File: config.mk
export PLATFORM = sky130hd
export DESIGN_NAME = scene_text_token_scanner
export DESIGN_NICKNAME = d
export VERILOG_FILES = /design/src/rtl/core/stts_pkg.sv /design/src/rtl/core/stts_front.sv /design/src/rtl/core/stts_queue.sv /design/src/rtl/core/stts_back.sv /design/src/rtl/core/scene_text_token_scanner.sv
export SDC_FILE = /design/constraint.sdc
export NUM_CORES = 1
export LEC_CHECK = 0
export ABC_AREA = 1
export BUFFER_PORTS_ARGS = -buffer_cell sky130_fd_sc_hd__buf_2
export CAP_MARGIN = 10
export CORE_ASPECT_RATIO = 0.8
export CORE_MARGIN = 3
export CORE_UTILIZATION = 55
export DETAILED_ROUTE_END_ITERATION = 6
export GPL_ROUTABILITY_DRIVEN = 1
export HOLD_SLACK_MARGIN = 0.05
export PLACE_DENSITY_LB_ADDON = 0.3
export SKIP_LAST_GASP = 1
export SLEW_MARGIN = 20
export SYNTH_ARGS = -nofsm -noshare
export SYNTH_HDL_FRONTEND = slang
export SYNTH_SLANG_ARGS = --single-unit
File: constraint.sdc
create_clock -name clk -period 9.1 [get_ports clk]
set_input_delay 0.455 -clock clk [delete_from_list [all_inputs] [get_ports clk]]
set_output_delay 0.455 -clock clk [all_outputs]
set_load 0.02 [all_outputs]
File: src/rtl/core/stts_pkg.sv
// Shared types and constants for the scene text token scanner.
// Used by stts_front, stts_queue, stts_back and scene_text_token_scanner.
`timescale 1ns / 1ps
`default_nettype none

package stts_pkg;

  localparam int MAX_LINE    = 1024;
  localparam int COL_W       = $clog2(MAX_LINE);
  localparam int LEN_W       = COL_W + 1;
  localparam int QUEUE_DEPTH = 4;
  localparam int QA_W        = $clog2(QUEUE_DEPTH);

  localparam int START_W     = 10;
  localparam int VLEN_W      = 11;
  localparam int KIND_W      = 3;
  localparam int OUT_DATA_W  = 24;

  localparam logic [7:0] CH_STAR   = 8'h2A;
  localparam logic [7:0] CH_QUOTE  = 8'h22;
  localparam logic [7:0] CH_LBRACE = 8'h7B;
  localparam logic [7:0] CH_RBRACE = 8'h7D;
  localparam logic [7:0] CH_MINUS  = 8'h2D;
  localparam logic [7:0] CH_DOT    = 8'h2E;
  localparam logic [7:0] CH_COLON  = 8'h3A;
  localparam logic [7:0] CH_SPACE  = 8'h20;
  localparam logic [7:0] CH_TAB    = 8'h09;
  localparam logic [7:0] CH_ZERO   = 8'h30;
  localparam logic [7:0] CH_NINE   = 8'h39;

  typedef enum logic [1:0] {
    MODE_IDLE,
    MODE_KEYWORD,
    MODE_NUMBER,
    MODE_STRING
  } scan_mode_t;

  typedef enum logic [KIND_W-1:0] {
    KIND_KEYWORD,
    KIND_VALUE_KEYWORD,
    KIND_OPEN_BRACE,
    KIND_CLOSE_BRACE,
    KIND_REAL,
    KIND_INTEGER,
    KIND_STRING
  } token_kind_t;

  typedef struct packed {
    token_kind_t      kind;
    logic [COL_W-1:0] start;
    logic [COL_W-1:0] stop;
    logic             add_one;
    logic             colon;
  } stts_event_t;

endpackage

`default_nettype wire

File: src/rtl/core/stts_front.sv
// Front end: per-character scan state machine that classifies each word.
// Emits one token event per completed token; depends on stts_pkg.
`timescale 1ns / 1ps
`default_nettype none

module stts_front (
  input  wire logic                 clk,
  input  wire logic                 rst,
  input  wire logic                 in_valid,
  output logic                      in_ready,
  input  wire logic [7:0]           in_char,
  input  wire logic                 in_end,
  input  wire logic                 queue_full,
  output logic                      push,
  output stts_pkg::stts_event_t     push_data
);

  stts_pkg::scan_mode_t           mode, mode_next;
  logic [stts_pkg::COL_W-1:0]     column, column_next;
  logic [stts_pkg::COL_W-1:0]     token_start, token_start_next;
  logic                           seen_dot, seen_dot_next;
  logic                           last_was_colon, last_was_colon_next;
  logic [stts_pkg::COL_W-1:0]     col_inc;
  logic                           accept;
  logic                           ev_hit;
  logic                           is_ws, is_colon, is_num_start, dot_upd;
  stts_pkg::token_kind_t          open_kind;

  assign in_ready = !queue_full;
  assign accept   = in_valid && in_ready;
  assign push     = accept && ev_hit;

  always_comb begin
    col_inc = (column < stts_pkg::COL_W'(stts_pkg::MAX_LINE - 1)) ?
              column + 1'b1 : stts_pkg::COL_W'(stts_pkg::MAX_LINE - 1);
    is_ws        = (in_char == stts_pkg::CH_SPACE) || (in_char == stts_pkg::CH_TAB);
    is_colon     = (in_char == stts_pkg::CH_COLON);
    is_num_start = (in_char == stts_pkg::CH_MINUS) ||
                   ((in_char >= stts_pkg::CH_ZERO) && (in_char <= stts_pkg::CH_NINE));
    dot_upd      = seen_dot || ((mode == stts_pkg::MODE_NUMBER) &&
                                (in_char == stts_pkg::CH_DOT) && !is_ws);

    mode_next           = mode;
    token_start_next    = token_start;
    seen_dot_next       = seen_dot;
    last_was_colon_next = last_was_colon;
    ev_hit              = 1'b0;
    push_data.kind      = stts_pkg::KIND_KEYWORD;
    push_data.start     = column;
    push_data.stop      = column;
    push_data.add_one   = 1'b0;
    push_data.colon     = 1'b0;

    if (mode == stts_pkg::MODE_KEYWORD) begin
      open_kind = stts_pkg::KIND_KEYWORD;
    end else if (dot_upd) begin
      open_kind = stts_pkg::KIND_REAL;
    end else begin
      open_kind = stts_pkg::KIND_INTEGER;
    end

    case (mode)
      stts_pkg::MODE_IDLE: begin
        if (in_char == stts_pkg::CH_STAR || in_char == stts_pkg::CH_QUOTE) begin
          if (in_end) begin
            ev_hit          = 1'b1;
            push_data.kind  = (in_char == stts_pkg::CH_STAR) ?
                              stts_pkg::KIND_KEYWORD : stts_pkg::KIND_STRING;
            push_data.start = col_inc;
            push_data.stop  = col_inc;
          end else begin
            token_start_next    = col_inc;
            last_was_colon_next = 1'b0;
            seen_dot_next       = 1'b0;
            mode_next           = (in_char == stts_pkg::CH_STAR) ?
                                  stts_pkg::MODE_KEYWORD : stts_pkg::MODE_STRING;
          end
        end else if (in_char == stts_pkg::CH_LBRACE) begin
          ev_hit         = 1'b1;
          push_data.kind = stts_pkg::KIND_OPEN_BRACE;
        end else if (in_char == stts_pkg::CH_RBRACE) begin
          ev_hit         = 1'b1;
          push_data.kind = stts_pkg::KIND_CLOSE_BRACE;
        end else if (is_num_start) begin
          if (in_end) begin
            ev_hit            = 1'b1;
            push_data.kind    = stts_pkg::KIND_INTEGER;
            push_data.add_one = 1'b1;
          end else begin
            token_start_next    = column;
            last_was_colon_next = 1'b0;
            seen_dot_next       = 1'b0;
            mode_next           = stts_pkg::MODE_NUMBER;
          end
        end
      end
      stts_pkg::MODE_STRING: begin
        push_data.kind  = stts_pkg::KIND_STRING;
        push_data.start = token_start;
        if (in_char == stts_pkg::CH_QUOTE) begin
          ev_hit          = 1'b1;
          push_data.colon = last_was_colon;
          mode_next       = stts_pkg::MODE_IDLE;
        end else begin
          last_was_colon_next = is_colon;
          if (in_end) begin
            ev_hit            = 1'b1;
            push_data.add_one = 1'b1;
            push_data.colon   = is_colon;
          end
        end
      end
      default: begin
        push_data.kind  = open_kind;
        push_data.start = token_start;
        if (is_ws) begin
          ev_hit          = 1'b1;
          push_data.colon = last_was_colon;
          mode_next       = stts_pkg::MODE_IDLE;
        end else begin
          seen_dot_next       = dot_upd;
          last_was_colon_next = is_colon;
          if (in_end) begin
            ev_hit            = 1'b1;
            push_data.add_one = 1'b1;
            push_data.colon   = is_colon;
          end
        end
      end
    endcase

    if (in_end) begin
      mode_next           = stts_pkg::MODE_IDLE;
      column_next         = '0;
      seen_dot_next       = 1'b0;
      last_was_colon_next = 1'b0;
    end else begin
      column_next = col_inc;
    end
  end

  always_ff @(posedge clk) begin
    if (rst) begin
      mode           <= stts_pkg::MODE_IDLE;
      column         <= '0;
      token_start    <= '0;
      seen_dot       <= 1'b0;
      last_was_colon <= 1'b0;
    end else if (accept) begin
      mode           <= mode_next;
      column         <= column_next;
      token_start    <= token_start_next;
      seen_dot       <= seen_dot_next;
      last_was_colon <= last_was_colon_next;
    end
  end

  a_line_end_resets: assert property (@(posedge clk) disable iff (rst)
    accept && in_end |=> (mode == stts_pkg::MODE_IDLE) && (column == '0))
    else $error("scan state not cleared after line end");

endmodule

`default_nettype wire

File: src/rtl/core/stts_queue.sv
// Short FIFO of token events between the front end and the back end.
// Depends on stts_pkg for the event type and depth.
`timescale 1ns / 1ps
`default_nettype none

module stts_queue (
  input  wire logic                 clk,
  input  wire logic                 rst,
  input  wire logic                 push,
  input  wire stts_pkg::stts_event_t push_data,
  output logic                      full,
  input  wire logic                 pop,
  output logic                      head_valid,
  output stts_pkg::stts_event_t     head_data
);

  stts_pkg::stts_event_t          entries [stts_pkg::QUEUE_DEPTH];
  logic [stts_pkg::QA_W-1:0]      wr_ptr, rd_ptr;
  logic [stts_pkg::QA_W:0]        count;

  assign full       = (count == (stts_pkg::QA_W+1)'(stts_pkg::QUEUE_DEPTH));
  assign head_valid = (count != '0);
  assign head_data  = entries[rd_ptr];

  always_ff @(posedge clk) begin
    if (push) begin
      entries[wr_ptr] <= push_data;
    end
  end

  always_ff @(posedge clk) begin
    if (rst) begin
      wr_ptr <= '0;
      rd_ptr <= '0;
      count  <= '0;
    end else begin
      if (push) begin
        wr_ptr <= wr_ptr + 1'b1;
      end
      if (pop) begin
        rd_ptr <= rd_ptr + 1'b1;
      end
      if (push && !pop) begin
        count <= count + 1'b1;
      end else if (pop && !push) begin
        count <= count - 1'b1;
      end
    end
  end

  a_no_overflow: assert property (@(posedge clk) disable iff (rst)
    !(push && full))
    else $error("push into full queue");

  a_no_underflow: assert property (@(posedge clk) disable iff (rst)
    !(pop && !head_valid))
    else $error("pop from empty queue");

endmodule

`default_nettype wire

File: src/rtl/core/stts_back.sv
// Back end: turns a token event into a descriptor and holds it in the output register.
// Computes the value length and the value keyword fold; depends on stts_pkg.
`timescale 1ns / 1ps
`default_nettype none

module stts_back (
  input  wire logic                            clk,
  input  wire logic                            rst,
  input  wire logic                            head_valid,
  input  wire stts_pkg::stts_event_t           head_data,
  output logic                                 pop,
  output logic                                 out_valid,
  input  wire logic                            out_ready,
  output stts_pkg::token_kind_t                out_kind,
  output logic [stts_pkg::START_W-1:0]         out_start,
  output logic [stts_pkg::VLEN_W-1:0]          out_length
);

  logic [stts_pkg::LEN_W-1:0] raw_len, len_next;
  stts_pkg::token_kind_t      kind_next;

  assign pop = head_valid && (!out_valid || out_ready);

  always_comb begin
    raw_len = {1'b0, head_data.stop} - {1'b0, head_data.start} +
              stts_pkg::LEN_W'(head_data.add_one);
    kind_next = head_data.kind;
    len_next  = raw_len;
    if (raw_len != '0 && head_data.colon) begin
      kind_next = stts_pkg::KIND_VALUE_KEYWORD;
      len_next  = raw_len - 1'b1;
    end
  end

  always_ff @(posedge clk) begin
    if (rst) begin
      out_valid <= 1'b0;
    end else if (pop) begin
      out_valid <= 1'b1;
    end else if (out_ready) begin
      out_valid <= 1'b0;
    end
  end

  always_ff @(posedge clk) begin
    if (pop) begin
      out_kind   <= kind_next;
      out_start  <= stts_pkg::START_W'(head_data.start);
      out_length <= stts_pkg::VLEN_W'(len_next);
    end
  end

  a_brace_zero_len: assert property (@(posedge clk) disable iff (rst)
    out_valid && (out_kind == stts_pkg::KIND_OPEN_BRACE ||
                  out_kind == stts_pkg::KIND_CLOSE_BRACE) |-> out_length == '0)
    else $error("brace descriptor with nonzero length");

  a_len_bound: assert property (@(posedge clk) disable iff (rst)
    pop |-> raw_len <= stts_pkg::LEN_W'(stts_pkg::MAX_LINE))
    else $error("token length beyond line limit");

endmodule

`default_nettype wire

File: src/rtl/core/scene_text_token_scanner.sv
// Top level of the scene text token scanner.
// Instantiates stts_front, stts_queue and stts_back; depends on stts_pkg.
//
// Takes one character word per cycle while the event queue is not full, with tlast on
// the last character of a line, and returns one descriptor word per completed token:
// kind in tuser, start column and value length in tdata. A character is scanned by the
// front scan state machine; the event of a closing character is registered in the event
// queue and then in the output register before its descriptor is offered, and the
// four-entry event queue keeps input flowing while the output side stalls, until four
// events wait. Columns saturate at MAX_LINE-1.
`timescale 1ns / 1ps
`default_nettype none

module scene_text_token_scanner (
  input  wire logic                              clk,
  input  wire logic                              rst,
  input  wire logic                              s_axis_tvalid,
  output logic                                   s_axis_tready,
  input  wire logic [7:0]                        s_axis_tdata,   // text_char
  input  wire logic                              s_axis_tlast,   // line_end
  output logic                                   m_axis_tvalid,
  input  wire logic                              m_axis_tready,
  output logic [stts_pkg::OUT_DATA_W-1:0]        m_axis_tdata,   // start_column, value_length
  output logic [stts_pkg::KIND_W-1:0]            m_axis_tuser    // token_kind
);

  logic                                  push, full, pop, head_valid;
  stts_pkg::stts_event_t                 push_data, head_data;
  stts_pkg::token_kind_t                 out_kind;
  logic [stts_pkg::START_W-1:0]          out_start;
  logic [stts_pkg::VLEN_W-1:0]           out_length;

  stts_front u_front (
    .clk        (clk),
    .rst        (rst),
    .in_valid   (s_axis_tvalid),
    .in_ready   (s_axis_tready),
    .in_char    (s_axis_tdata),
    .in_end     (s_axis_tlast),
    .queue_full (full),
    .push       (push),
    .push_data  (push_data)
  );

  stts_queue u_queue (
    .clk        (clk),
    .rst        (rst),
    .push       (push),
    .push_data  (push_data),
    .full       (full),
    .pop        (pop),
    .head_valid (head_valid),
    .head_data  (head_data)
  );

  stts_back u_back (
    .clk        (clk),
    .rst        (rst),
    .head_valid (head_valid),
    .head_data  (head_data),
    .pop        (pop),
    .out_valid  (m_axis_tvalid),
    .out_ready  (m_axis_tready),
    .out_kind   (out_kind),
    .out_start  (out_start),
    .out_length (out_length)
  );

  assign m_axis_tuser = out_kind;
  assign m_axis_tdata = {
    (stts_pkg::OUT_DATA_W - stts_pkg::START_W - stts_pkg::VLEN_W)'(0),
    out_length,
    out_start
  };

endmodule

`default_nettype wire

==> results.md <==
- HP Start: rst
- Critical path, cell by cell: buf_4, inv_1, buf_4, o21ai_0, o22ai_1, ha_1, inv_1, ha_1, inv_1, fa_1, ha_1, inv_1, nor2_2, nand3_2, nor2_2, nand3_2, nor2_4, nand2_4, nand2_4, inv_2, nand2_1, nand2_1
- Fmax: 232.9 MHz
- Nets: 992
- Remaining Overflow, GRT: 0
- Synth area leader: edfxtp_1
- Die area: 0.01625 mm²
- Clock transition at path regs: 70 ps
- Count of flip-flops with a built-in enable after synthesis: between 100 and 150
- Wire per inst: 16.05 µm
- Total track usage: 23.54%
- Syn avg cell area: 8.901 µm²
- Pre-antenna DRT Iters: 5
- Final Max Slew Viols: 0
- Final Critical Period: about 4300 ps
- CP required: around 9300 ps
- Hold worst-path end: u_queue.count[0]
- Initial antenna violation count: 0
- Worst r2r dst: u_back.out_length[3]
- CTS resizes: 0
- Top-count cell post-synth: nand2_1
- Sequential fraction of the synthesis area: a little over half
- Hold path cells: 2
- Outcome: finished clean
- Worst skew pair latency: 430 ps
- Worst path slowest cell: fa_1
- Post-route antenna net violation count: 0
- Post-synth top flop: edfxtp_1
- Root buffer cell: clkbuf_16
- Total routed wirelength: 18.35 mm
- Ys async rst share: 0%
- DR vias: 6,348
- HP Class: in -> reg
- Share of layout cells above drive strength 1: 11.78%
- Die width: 141.8 µm
- Main area contributors after synthesis: edfxtp_1, nand2_1, dfxtp_1
- # diodes: 0
- Flop-to-flop setup slack: 4810 ps
- Post-route DRC: 0
- CP max stage delay: 500 ps
- Cells after synthesis: 911
- CP bufs+invs: 7
- Critical Path End Type: flip-flop
- Clock Skew: 11.39 ps
- R2R cell count: 22
- Top cell type's share of synthesized area: 45.92%
- CTS Buf Count: 17
- Filler cell count: 1,204
- H-tree Lvls: 4
- Largest net degree at the start of global routing: 52
- Startpoint Class: flip-flop
- Crit path max-delay family: buffers and inverters
- Initial Util: 56.52%
- Slew margin rel.: 41.80%
- Violation count after the first detailed-routing iteration: 610
- YS warnings: 0
- Core footprint: 0.01435 mm²
- Cell Rows: 39
- Slew of the pin with the lowest slew margin: 863.9 ps
- Register bit total from synthesis: 158
- RSZ-0062 raised after global routing: no
- Port Buf Inserts: 38
- Number of vias per cell: 5.554
- IO Count: between 40 and 50
- Hold-fix buffers, CTS: 0
- Die extent in y: ~110 µm
- Number of global-route vias before repair: 5,913
- Area Growth Syn to Fin: 11.51%
- First-pass GRT wire length: 29.40 mm
- Critical path class: reg -> reg
- Mapped cell area: 0.008109 mm²
- Total Neg Setup Slack: 0 ps
- Library cells used by synthesis: 45
- Setup Fix Bufs, Post-CTS: 0
- Routability cong.: between 0.9 and 1
- MaxCap Viol Count: 0
- Final Setup Violations: 0
- CTS tree: yes
- CTS Sinks: 158
- Fin crit share: 47.18%
- Dpl hpwl: ~13 mm
- List of most frequent post-synthesis cells: nand2_1, edfxtp_1, nor2_1, inv_1, o21ai_0
- Final hold violations: 0
- Clk buf depth: 2
- CP max FO: 51
- Most used cell, CP: inv_1
- CP arrival: 4480 ps
-- worst reg2reg max path, stage by stage, from the launching register on --
cell and delay [ps]:
dfxtp_1 300, buf_4 430, inv_1 270, buf_4 330, o21ai_0 200, o22ai_1 120
ha_1 300, inv_1 60, ha_1 200, inv_1 70, fa_1 500, ha_1 160
inv_1 50, nor2_2 130, nand3_2 110, nor2_2 130, nand3_2 110, nor2_4 150
nand2_4 100, nand2_4 130, inv_2 90, nand2_1 70, nand2_1 50
-- kinds of logic (layout without fill, tap and decap cells) --
kind of cell / after synthesis / count (layout) / share of synthesized area [%]
AOI/OAI and AO/OA: 165 / 165 / 11.37
xor gates and xnor gates: 6 / 6 / 0.6480
and+or+nand+nor: 412 / 412 / 21.77
buffers and inverters: 136 / 182 / 6.573
other: 1 / 3 / 0.04624
adders and majority gates: 33 / 33 / 5.277
DFF: 158 / 158 / 54.31
-- area by class of cell --
class,count,area [µm²],share of cell area (%)
clock buffers,17,425.4,4.705
clock inverters,15,111.4,1.231
inverters,108,406.6,4.497
multi-input cells,619,3224,35.66
flip-flops and latches,158,4404,48.71
well taps,184,230.2,2.546
repair buffers,42,240.2,2.657
-- flip-flops by register name, summed over array words and instances, names as in the netlist, 2 cells and up, named ones only --
signal,count
u_queue.entries,100
u_front.mode,2
u_queue.wr_ptr,2
u_back.out_kind,3
u_front.token_start,10
u_back.out_start,10
u_front.column,10
u_queue.rd_ptr,2
u_back.out_length,11
u_queue.count,3
-- worst max path at each step --
stage          startpoint  depth (start not counted)                   end  slack (ps)
2_1_floorplan   flip-flop                         21    u_back.out_kind[0]        5460
3_3_place_gp    flip-flop                         22  u_back.out_length[3]        4980
3_5_place_dp    flip-flop                         22  u_back.out_length[4]        4850
4_1_cts         flip-flop                         22  u_back.out_length[4]        4820
5_1_grt         flip-flop                         24  u_back.out_length[4]        4390
6_report        flip-flop                         22  u_back.out_length[3]        4810
-- layer usage --
metal  part of all wire, %  GRT usage, %  routed length [µm]  vias to the layer above
met1                    45         32.39                8241                     2938
li1                      -             -                   -                     3137
met4                   1.8         8.824                 339                        0
met2                    45         37.11                8337                      247
met3                   7.8         4.927                1428                       26
met5                     0             0                   0                        -
-- placed cells by master (no fill, tap or decap), types with 7 or more instances in the layout --
| cell type | instances |
|---|---|
| nand2_1 | 229 |
| edfxtp_1 | 124 |
| inv_1 | 98 |
| nor2_1 | 97 |
| o21ai_0 | 85 |
| nand3_1 | 39 |
| a21oi_1 | 38 |
| buf_2 | 38 |
| dfxtp_1 | 34 |
| ha_1 | 31 |
| clkbuf_16 | 17 |
| o22ai_1 | 15 |
| a32oi_1 | 9 |
| nand4_1 | 8 |
| nor2_4 | 8 |
| inv_2 | 7 |
-- stage by stage --
stage | utilization, % | hold WS (ps) | setup slack, ps | cell area (µm²) | std cells
3_5_place_dp | 59.10 | 470.7 | 4847 | 8478 | 1110
4_1_cts | 62.84 | 350.8 | 4815 | 9015 | 1142
3_3_place_gp | 59.10 | 453.4 | 4977 | 8478 | 1110
5_1_grt | 63.03 | 385.6 | 4392 | 9042 | 1143
2_1_floorplan | - | 436.2 | 5461 | 8117 | 913
6_report | 63.03 | 370.2 | 4807 | 9042 | 1143
Power is not shown: default switching activity piles up to over one toggle a cycle in this logic, so the estimate is an artifact.
